--- config.mk ---
export PLATFORM = sky130hd
export DESIGN_NAME = dhfk_ctrl
export DESIGN_NICKNAME = d
export VERILOG_FILES = /design/src/rtl/dhfk_pkg.sv /design/src/rtl/dhfk_ctrl.sv
export SDC_FILE = /design/constraint.sdc
export NUM_CORES = 1
export LEC_CHECK = 0
export BUFFER_PORTS_ARGS = -buffer_cell sky130_fd_sc_hd__clkbuf_2
export CORE_UTILIZATION = 30
export DETAILED_ROUTE_END_ITERATION = 10
export GPL_TIMING_DRIVEN = 0
export PLACE_DENSITY = 0.55
export SETUP_SLACK_MARGIN = 0.15
export SLEW_MARGIN = 0
export SYNTH_ARGS = -nofsm -noshare
export SYNTH_HDL_FRONTEND = slang
export SYNTH_SLANG_ARGS = --single-unit
--- constraint.sdc ---
create_clock -name clk -period 2.6 [get_ports clk]
set_clock_uncertainty 0.15 [all_clocks]
set_input_delay 0.39 -clock clk [delete_from_list [all_inputs] [get_ports clk]]
set_output_delay 0.39 -clock clk [all_outputs]
set_load 0.02 [all_outputs]
--- src/rtl/dhfk_pkg.sv ---
// Types, constants and the CORDIC angle table for the DH forward kinematics unit.
// Used by the controller, the datapath and the top level.
`default_nettype none
package dhfk_pkg;

  localparam logic signed [31:0] ROT_ONE     = 32'sd1073741824;
  localparam logic signed [31:0] CORDIC_INIT = 32'sd652032874;
  // fraction bits of lengths and positions; common to all of them, so no shift depends on it
  localparam int LENGTH_FRAC_BITS = 16;

  typedef enum logic [3:0] {
    ST_IDLE,
    ST_LOAD,
    ST_CORDIC_INIT,
    ST_CORDIC,
    ST_DH,
    ST_MAC,
    ST_COMMIT,
    ST_OUT
  } state_t;

  // Commands from controller to datapath
  typedef struct packed {
    logic       capture;     // latch input item
    logic       load_row;    // write base row from latched item
    logic       clear_count; // clear joint count
    logic       cordic_init; // start both CORDICs
    logic       cordic_step; // one CORDIC iteration
    logic [4:0] step_idx;
    logic       dh_build;    // build DH products, one per cycle
    logic [2:0] dh_idx;
    logic       mac;         // one product into the accumulator
    logic [3:0] mac_term;    // which output entry (0..11)
    logic [1:0] mac_k;       // which of the three products
    logic       commit;      // write new transform, bump count
    logic       out_load;    // fill output register
  } dhfk_cmd_t;

  typedef struct packed {
    logic       op_joint;
    logic [1:0] row;
  } dhfk_status_t;

  function automatic logic [31:0] atan_entry(input logic [4:0] i);
    logic [31:0] v;
    case (i)
      5'd0:  v = 32'd536870912;
      5'd1:  v = 32'd316933406;
      5'd2:  v = 32'd167458907;
      5'd3:  v = 32'd85004756;
      5'd4:  v = 32'd42667331;
      5'd5:  v = 32'd21354465;
      5'd6:  v = 32'd10679838;
      5'd7:  v = 32'd5340245;
      5'd8:  v = 32'd2670163;
      5'd9:  v = 32'd1335087;
      5'd10: v = 32'd667544;
      5'd11: v = 32'd333772;
      5'd12: v = 32'd166886;
      5'd13: v = 32'd83443;
      5'd14: v = 32'd41722;
      5'd15: v = 32'd20861;
      5'd16: v = 32'd10430;
      5'd17: v = 32'd5215;
      5'd18: v = 32'd2608;
      5'd19: v = 32'd1304;
      5'd20: v = 32'd652;
      5'd21: v = 32'd326;
      5'd22: v = 32'd163;
      5'd23: v = 32'd81;
      5'd24: v = 32'd41;
      5'd25: v = 32'd20;
      5'd26: v = 32'd10;
      5'd27: v = 32'd5;
      5'd28: v = 32'd3;
      5'd29: v = 32'd1;
      5'd30: v = 32'd1;
      default: v = 32'd0;
    endcase
    return v;
  endfunction

  function automatic logic signed [31:0] sat32(input logic signed [65:0] v);
    logic signed [31:0] r;
    if (v > 66'sd2147483647) r = 32'sh7fffffff;
    else if (v < -66'sd2147483648) r = 32'sh80000000;
    else r = v[31:0];
    return r;
  endfunction

endpackage
`default_nettype wire

--- src/rtl/dhfk_ctrl.sv ---
// Controller of the DH forward kinematics unit: sequences load, CORDIC,
// DH build and the shared multiply-accumulate. Depends on dhfk_pkg.
`default_nettype none
module dhfk_ctrl #(
  parameter int CORDIC_STEPS = 16
) (
  input  wire                    clk,
  input  wire                    rst,
  input  wire                    in_valid,
  output logic                   in_stall,
  output logic                   out_valid,
  input  wire                    out_stall,
  input  dhfk_pkg::dhfk_status_t status,
  output dhfk_pkg::dhfk_cmd_t    cmd
);
  import dhfk_pkg::*;

  state_t state, state_next;
  logic [4:0] step, step_next;
  logic [3:0] term, term_next;
  logic [1:0] k, k_next;
  logic out_full;

  always_ff @(posedge clk) begin
    if (rst) begin
      state <= ST_IDLE;
      step <= '0;
      term <= '0;
      k <= '0;
    end else begin
      state <= state_next;
      step <= step_next;
      term <= term_next;
      k <= k_next;
    end
  end

  // output register: cleared when taken, set on out_load
  always_ff @(posedge clk) begin
    if (rst) out_full <= 1'b0;
    else if (cmd.out_load) out_full <= 1'b1;
    else if (!out_stall) out_full <= 1'b0;
  end
  assign out_valid = out_full;

  always_comb begin
    state_next = state;
    step_next = step;
    term_next = term;
    k_next = k;
    case (state)
      ST_IDLE: if (in_valid) state_next = ST_LOAD;
      ST_LOAD: begin
        if (status.op_joint) state_next = ST_CORDIC_INIT;
        else if (status.row == 2'd2) state_next = ST_OUT;
        else state_next = ST_IDLE;
      end
      ST_CORDIC_INIT: begin
        step_next = '0;
        state_next = ST_CORDIC;
      end
      ST_CORDIC: begin
        step_next = step + 5'd1;
        if (step == 5'(CORDIC_STEPS - 1)) begin
          step_next = '0;
          state_next = ST_DH;
        end
      end
      ST_DH: begin
        step_next = step + 5'd1;
        if (step == 5'd5) begin
          term_next = '0;
          k_next = '0;
          state_next = ST_MAC;
        end
      end
      ST_MAC: begin
        k_next = k + 2'd1;
        if (k == 2'd2) begin
          k_next = '0;
          term_next = term + 4'd1;
          if (term == 4'd11) state_next = ST_COMMIT;
        end
      end
      ST_COMMIT: state_next = ST_OUT;
      ST_OUT: if (!out_full || !out_stall) state_next = ST_IDLE;
      default: state_next = ST_IDLE;
    endcase
  end

  always_comb begin
    cmd = '0;
    in_stall = 1'b1;
    cmd.step_idx = step;
    cmd.dh_idx = step[2:0];
    cmd.mac_term = term;
    cmd.mac_k = k;
    case (state)
      ST_IDLE: begin
        in_stall = 1'b0;
        cmd.capture = in_valid;
      end
      ST_LOAD: begin
        cmd.load_row = !status.op_joint && status.row != 2'd3;
        cmd.clear_count = !status.op_joint && status.row == 2'd2;
      end
      ST_CORDIC_INIT: cmd.cordic_init = 1'b1;
      ST_CORDIC: cmd.cordic_step = 1'b1;
      ST_DH: cmd.dh_build = 1'b1;
      ST_MAC: cmd.mac = 1'b1;
      ST_COMMIT: cmd.commit = 1'b1;
      ST_OUT: cmd.out_load = !out_full || !out_stall;
      default: ;
    endcase
  end
endmodule
`default_nettype wire

# [Yosys cells after proc, flatten, opt, wreduce, memory -nomap -nowiden]
# Index checks and enable logic that the tools add are counted.
# Widths: inputs -> output; s select.
[totals] register_bits=16 inputBits=7
[op_classes] add_sub_neg=3 n_eq_ne=20 muxes=28 reduce_logical=12
[op_table] op="$mux 4" n=8
[op_table] op="$pmux 4 s8" n=1
[op_table] op="$eq 4x3->1 const B" n=4
[op_table] op="$pmux 5 s3" n=1
[op_table] op="$ne 2x2->1 const B" n=7
[op_table] op="$mux 1" n=10
[op_table] op="$eq 4x2->1 const B" n=2
[op_table] op="$pmux 4 s2" n=1
[op_table] op="$mux 2" n=3
[op_table] op="$mux 3" n=2
[op_table] op="$reduce_and 6->1" n=1
[op_table] op="$add 5x1->5 const B" n=1
[op_table] op="$eq 5x3->1 const B" n=1
[op_table] op="$eq 5x4->1 const B" n=1
[op_table] op="$mux 5" n=1
[op_table] op="$add 4x1->4 const B" n=1
[op_table] op="$eq 2x2->1 const B" n=2
[op_table] op="$eq 4x1->1 const B" n=1
[op_table] op="$eq 4x4->1 const B" n=1
[op_table] op="$logic_not 4->1" n=1
[op_table] op="$pmux 2 s2" n=1
[op_table] op="$logic_not 1->1" n=3
[op_table] op="$reduce_and 3->1" n=1
[op_table] op="$reduce_bool 3->1" n=1
[op_table] op="6 further kinds" n=7

# [Logic depth before layout (Yosys ltp)]
# Gate-level depths: netlist of the first run.
[logic_depth] word_depth=4 mapped_depth=8 ltp_nobuf=8

# [Least setup slack after synthesis of the first run]
# No wires, ideal clock.
[synth_path] path_type="reg-to-output" start="reg state[1]" end="out cmd[21] (netlist bit)" arrival_ns=1.730 required_ns=2.060 slack_ns=0.330 path_stages_with_launch=4 path_cell_list="dfxtp_1 -> clkbuf_1 -> clkbuf_1 -> a2111oi_0"
[synth_lines] item="start: declaration" line="dhfk_ctrl.sv:18" rtl="state_t state, state_next;"
[synth_lines] item="start signal: assignment" line="dhfk_ctrl.sv:31" rtl="state <= state_next;"
[synth_lines] item="end: declaration" line="dhfk_ctrl.sv:14" rtl="output dhfk_pkg::dhfk_cmd_t cmd"

==> impl_metrics.py, run 1 <==
metrics = {
    "clock_tree": {
        "clkTransAtPathRegs_ns": 0.09,
        "number_of_clock_sinks": 15,
        "cts_inserted_buffers": 3,
        "clock-root-buffer": "clkbuf_4",
        "cts_tree": "built",
        "cts.htree.levels": 1,
        "cts_buffer_depth": 2,
        "clk-insertion-delay-late_ns": 0.28,
        "cts_hold_buffers": 0,
    },
    "run_status": {
        "status": "finished clean",
    },
    "synth": {
        "post-synth-top-area-fraction": 0.299,
        "yosysWarnings": 0,
        "yosysTopAreaCell": "dfxtp_1",
        "synth-seq-area-share": 0.299,
        "synth_area_per_cell_um2": 7.98,
        "ys_types": 37,
        "ys_dominant_reg_cell": "dfxtp_1",
        "most_common_cell_in_the_synthesized_netlist": "dfxtp_1",
        "synth.cell_area_um2": 1010,
        "post_synth_edffs": 0,
        "synth_commonest_cells": "dfxtp_1 (15), a21oi_1 (14), inv_1 (11), nor2_1 (11), nand2_1 (7)",
        "synthArstFlopShare": 0,
        "syn_nets": 138,
        "postSynthRegisterBits": 15,
        "netlist_instances": 126,
        "synth.top_cells.by_area": "dfxtp_1 (30%), a21oi_1 (7.0%), ha_1 (6.2%), inv_1 (4.1%), nor2_1 (4.1%)",
    },
    "final_layout": {
        "final_nets": 174,
        "multi_input_comb_area_um2": 584,
        "drive_above_1_share": 0.292,
        "ff_latch_area_um2": 300,
        "synthToLayoutAreaGrowth_pct": 23.9,
        "number_of_diodes": 0,
        "n_fill_cell": 340,
    },
    "floorplanning": {
        "die_height_um": 59.9,
        "die_area_um2": 3590,
        "die_width_um": 59.9,
        "initial_core_util": 0.322,
        "placement_rows": 20,
        "core_area_um2": 3130,
        "num_io_pins": 32,
    },
    "timing": {
        "tightestPinTransition_ns": 0.477,
        "finalHoldWorstSlack_ns": 0.208,
        "slew_violations": 0,
        "slew_headroom": 0.674,
        "rsz0062_at_grt": "no",
        "setup-tns-final_ns": 0,
        "fmax_ghz": 0.447,
        "setup-violations-final": 0,
        "timing.final.ws_setup_ns": 0.361,
        "post-route-period-util": 0.861,
        "final_number_of_hold_violating_endpoints": 0,
        "final_critical_period_ns": 2.24,
    },
    "route": {
        "routed_wl_um": 2420,
        "vias": 1012,
        "remaining_drc_errors": 0,
        "drt_pass1_iterations": 4,
        "routed_via_density": 4.94,
        "dr.first_iter.drc_count": 39,
        "detail_route.wl_per_cell_um": 11.8,
        "final_antenna_violating_net_count": 0,
    },
    "setup_path": {
        "crit_fanout": 10,
        "crit_arrival_ns": 1.70,
        "worst_r2r_path_depth": 8,
        "cp-end-kind": "output pin",
        "reg2reg_to": "step[2]",
        "critical_path.startpoint": "state[0]",
        "critPathCapture": "cmd[0]",
        "worst_r2r_startpoint": "step[1]",
        "cp-start-kind": "flop",
        "timing.critical_path.required_ns": 2.06,
        "r2r_slack_ns": 0.57,
        "worstSetupPathType": "flop to output pin",
    },
    "placement": {
        "dp.final_hpwl_um": 1890,
        "number_of_port_buffers": 31,
        "dp_slack_ns": 0.483,
        "gp_congestion": 0.767,
    },
    "global_route": {
        "grt_start_max_net_pins": 11,
        "grt_first_pass_wirelength_um": 3910,
        "grt_remaining_overflow": 0,
        "number_of_global_route_vias_before_repair": 877,
        "gr-usage-all-layers": 0.145,
        "antenna_found_initial": 0,
    },
    "job": {
        "number_of_maximum_capacitance_constraint_violations": 0,
    },
    "power_and_ir_drop": {
        "power_density_nw_per_um2": 400,
        "p_total_mw": 0.498,
        "power.static_leakage_nw": 0.586,
        "peakVddDrop_v": 0.000209,
    },
    "worst_hold_path": {
        "min_path_type": "input port to flop",
    },
}
-- power breakdown --
| group | switching, mW | internal (mW) | total (mW) |
|---|---|---|---|
| registers | 0.00739 | 0.237 | 0.244 |
| logic | 0.0739 | 0.0446 | 0.118 |
| clock network | 0.0781 | 0.0571 | 0.135 |
-- placed cells by master, fill, tap and decap left out, types with 2 or more instances in the layout --
cell	synthesis	routed
clkbuf_2	0	33
dfxtp_1	15	15
a21oi_1	14	14
inv_1	11	11
nor2_1	11	11
nand2_1	7	7
nand3_1	6	6
o21ai_0	5	5
ha_1	5	5
buf_4	4	4
or3_1	4	4
nor3_1	4	4
clkbuf_1	5	3
nand2b_1	3	3
mux2i_1	3	3
clkbuf_4	0	3
buf_6	2	2
nand3b_1	2	2
nor4bb_1	2	2
nor2b_1	2	2
and4bb_2	2	2
a311oi_1	2	2
-- cells by family (layout without fill, tap and decap cells) --
family          Yosys count  in the layout  share of synthesized area
buf+inv                  23             58                      0.121
mux                       3              3                     0.0299
flops                    15             15                      0.299
simple gates             47             47                      0.267
fa+ha+maj                 5              5                     0.0622
compound gates           33             33                      0.221
-- worst max-delay path, cell delays in order, from the launching register on --
cell and delay (ns):
dfxtp_1 0.34, buf_6 0.14, clkbuf_1 0.35, nand3_1 0.18, a21oi_1 0.20, clkbuf_2 0.20
-- final cells by class --
| class | count | area share |
|---|---|---|
| clock inverter | 1 | 0.00402 |
| multi-input combinational | 88 | 0.469 |
| timing repair buffer | 31 | 0.124 |
| inverter | 12 | 0.0402 |
| clock buffer | 3 | 0.0181 |
| buffer | 11 | 0.0592 |
| sequential | 15 | 0.241 |
| tap | 44 | 0.0442 |
-- registers in the layout (all words and copies together), names as in the netlist --
signal and flops:
step 5, term 4, k 2, out_valid 1, state 3
-- how the worst min path moves through the flow --
stage / start / to / slack, ns / depth (start not counted)
after CTS: out_stall / out_valid / 0.20 / 3
after detailed placement: out_valid / out_valid / 0.34 / 2
after global placement: out_valid / out_valid / 0.32 / 2
after floorplan: out_stall / out_valid / 0.38 / 2
after global routing: out_stall / out_valid / 0.21 / 3
final: out_stall / out_valid / 0.21 / 3
-- per-stage QoR --
stage	util	instances	cell area, µm²
2_1_floorplan	-	126	1010
3_3_place_gp	0.389	201	1220
3_5_place_dp	0.389	201	1220
4_1_cts	0.398	205	1240
5_1_grt	0.398	205	1250
6_report	0.398	205	1250
-- what timing repair did --
item	in CTS	in global routing
setup buffers	0	0
resized for setup	0	4
endpoints found under the setup margin	0	1
-- per-layer routing --
metal / up-vias / part of all wire / global-route usage
met4: 0 / 0.0095 / 0.0266
met1: 464 / 0.46 / 0.179
met2: 27 / 0.49 / 0.252
met3: 4 / 0.037 / 0.0390
li1: 517 / - / -
met5: - / 0 / 0
(Power assumes the default switching activity.)
==> run 2, diff against run 1 <==
- CORE_UTILIZATION: 30 -> 48
- PLACE_DENSITY: 0.55 -> 0.79
- RECOVER_POWER: unset -> 100
==> run 2 against run 1 <==
Net effect:
- hold slack worse by 0.029 ns
- utilization is 20 points higher
- register-to-register slack worse by 0.06 ns
- final area is 6.0% lower
- cell count is 8.3% lower
- routed wire length is 6.5% lower
- clock power is 7% higher
- sequential power hardly changed
- critical path type unchanged
- total power hardly changed
- non-clock buffer count stayed put
- first-iteration DRC count is 23% lower
==> impl_metrics.py, run 2 (synthesized netlist as in run 1, its figures left out) <==
metrics = {
    "setup_path": {
        "worstSetupPathType": "flop to output pin",
        "r2r_slack_ns": 0.51,
        "worst_r2r_path_depth": 7,
        "critical_path.startpoint": "state[1]",
        "worstPathBufferInverterCount": 3,
        "crit_arrival_ns": 1.78,
        "critPathMostFrequentCell": "clkbuf_2",
        "crit_fanout": 10,
        "path_cells": "clkbuf_2 > clkbuf_1 > nand3_1 > a21oi_1 > clkbuf_2",
        "cp-start-kind": "flop",
        "cp_top_family": "buffers and inverters",
        "critPathCapture": "cmd[0]",
        "worst_r2r_startpoint": "state[2]",
        "cp-end-kind": "output pin",
        "cp_slowest_cell": "dfxtp_1",
        "reg2reg_to": "term[0]",
        "worst-path-stages": 5,
        "timing.critical_path.required_ns": 2.06,
        "slowest_delay_ns": 0.37,
    },
    "worst_hold_path": {
        "worstHoldPathCells": 3,
        "min_path_type": "input port to flop",
    },
    "floorplanning": {
        "placement_rows": 16,
        "die_area_um2": 2280,
        "die_height_um": 47.8,
        "die_width_um": 47.8,
        "initial_core_util": 0.513,
        "core_area_um2": 1960,
        "num_io_pins": 32,
    },
    "clock_tree": {
        "cts.htree.levels": 1,
        "cts_tree": "built",
        "number_of_clock_sinks": 15,
        "cts_inserted_buffers": 3,
        "clock-root-buffer": "clkbuf_4",
        "clk-insertion-delay-late_ns": 0.30,
        "cts_hold_buffers": 0,
        "cts_buffer_depth": 2,
        "clkTransAtPathRegs_ns": 0.10,
    },
    "timing": {
        "setup-tns-final_ns": 0,
        "post-route-period-util": 0.893,
        "final_number_of_hold_violating_endpoints": 0,
        "setup-violations-final": 0,
        "rsz0062_at_grt": "no",
        "slew_headroom": 0.650,
        "tightestPinTransition_ns": 0.525,
        "final_critical_period_ns": 2.32,
        "slew_violations": 0,
        "fmax_ghz": 0.431,
    },
    "route": {
        "routed_wl_um": 2260,
        "dr.first_iter.drc_count": 30,
        "final_antenna_violating_net_count": 0,
        "vias": 1031,
        "drt_pass1_iterations": 4,
        "detail_route.wl_per_cell_um": 12.0,
        "remaining_drc_errors": 0,
        "routed_via_density": 5.48,
    },
    "global_route": {
        "grt_remaining_overflow": 0,
        "gr-usage-all-layers": 0.217,
        "grt_start_max_net_pins": 11,
        "antenna_found_initial": 0,
        "number_of_global_route_vias_before_repair": 852,
        "grt_first_pass_wirelength_um": 3510,
    },
    "final_layout": {
        "layout_top_registers": "step x5, term x4, state x3",
        "final_cells": 188,
        "top_register": "step",
        "top_library_cells_by_usage_in_the_layout_fill_and_taps_aside": "clkbuf_1 (27), dfxtp_1 (15), a21oi_1 (14)",
        "final_common_cell": "clkbuf_1",
        "drive_above_1_share": 0.130,
        "synthToLayoutAreaGrowth_pct": 16.4,
        "largest_register_ffs": 5,
        "number_of_diodes": 0,
        "final_nets": 174,
        "n_fill_cell": 209,
    },
    "placement": {
        "number_of_port_buffers": 31,
        "dpl.cell_count": 184,
        "dp.final_hpwl_um": 1670,
        "gp_congestion": 0.813,
    },
    "power_and_ir_drop": {
        "power.static_leakage_nw": 0.477,
        "power_density_nw_per_um2": 426,
        "peakVddDrop_v": 0.000269,
    },
    "run_status": {
        "status": "finished clean",
    },
    "job": {
        "number_of_maximum_capacitance_constraint_violations": 0,
    },
}
run 2: cell types whose count changed in the layout (fill, tap and decap cells not counted), sizes merged:
cell / change
clkinvlp: +1
inv: -1
clkinv: -1
clkbuf: +3
buf: -2
run 2: per-stage QoR:
step | setup slack [ns] | hold WS (ns) | power, mW | utilization | area, µm²
CTS | 0.255 | 0.177 | 0.507 | 0.623 | 1220
finish | 0.278 | 0.179 | 0.498 | 0.597 | 1170
detailed placement | 0.504 | 0.330 | 0.365 | 0.609 | 1190
global route | 0.136 | 0.174 | 0.525 | 0.597 | 1170
floorplan | 0.330 | 0.385 | 0.331 | - | 1010
global placement | 0.537 | 0.319 | 0.362 | 0.609 | 1190
run 2: worst register-to-register path: stages, from the launching register on:
cell	delay, ns
dfxtp_1	0.31
buf_4	0.15
or3b_1	0.16
clkbuf_1	0.21
clkinvlp_2	0.20
a22oi_1	0.48
mux2i_1	0.24
nor2_1	0.05
run 2: routing by layer:
layer / share of wire / global-route usage / up-vias
li1: - / - / 517
met1: 0.45 / 0.266 / 488
met2: 0.49 / 0.376 / 24
met3: 0.042 / 0.0340 / 2
met4: 0.014 / 0.0889 / 0
met5: 0 / 0 / -
run 2: how the worst min path moves through the flow:
| stage | start | end | slack (ns) |
|---|---|---|---|
| 2_1_floorplan | out_stall | out_valid | 0.38 |
| 3_3_place_gp | out_valid | out_valid | 0.32 |
| 3_5_place_dp | out_valid | out_valid | 0.33 |
| 4_1_cts | out_stall | out_valid | 0.18 |
| 5_1_grt | out_stall | out_valid | 0.17 |
| 6_report | out_stall | out_valid | 0.18 |
run 2: layout make-up:
type / count / area, µm² / area share
plain buffers: 11 / 65.1 / 0.0556
well taps: 27 / 33.8 / 0.0288
clock buffers: 4 / 26.3 / 0.0224
flip-flops and latches: 15 / 300 / 0.256
repair buffers: 31 / 129 / 0.110
inverters: 12 / 46.3 / 0.0395
multi-input cells: 88 / 571 / 0.487
run 2: what timing repair did:
item	4_1_cts	5_1_grt
endpoints found under the setup margin	1	1
gates resized for setup	1	2
setup buffers	0	0
run 2: power by group:
part	internal [mW]	switching, mW
logic	0.0402	0.0703
clock network	0.0599	0.0838
registers	0.237	0.00721
total	0.337	0.161
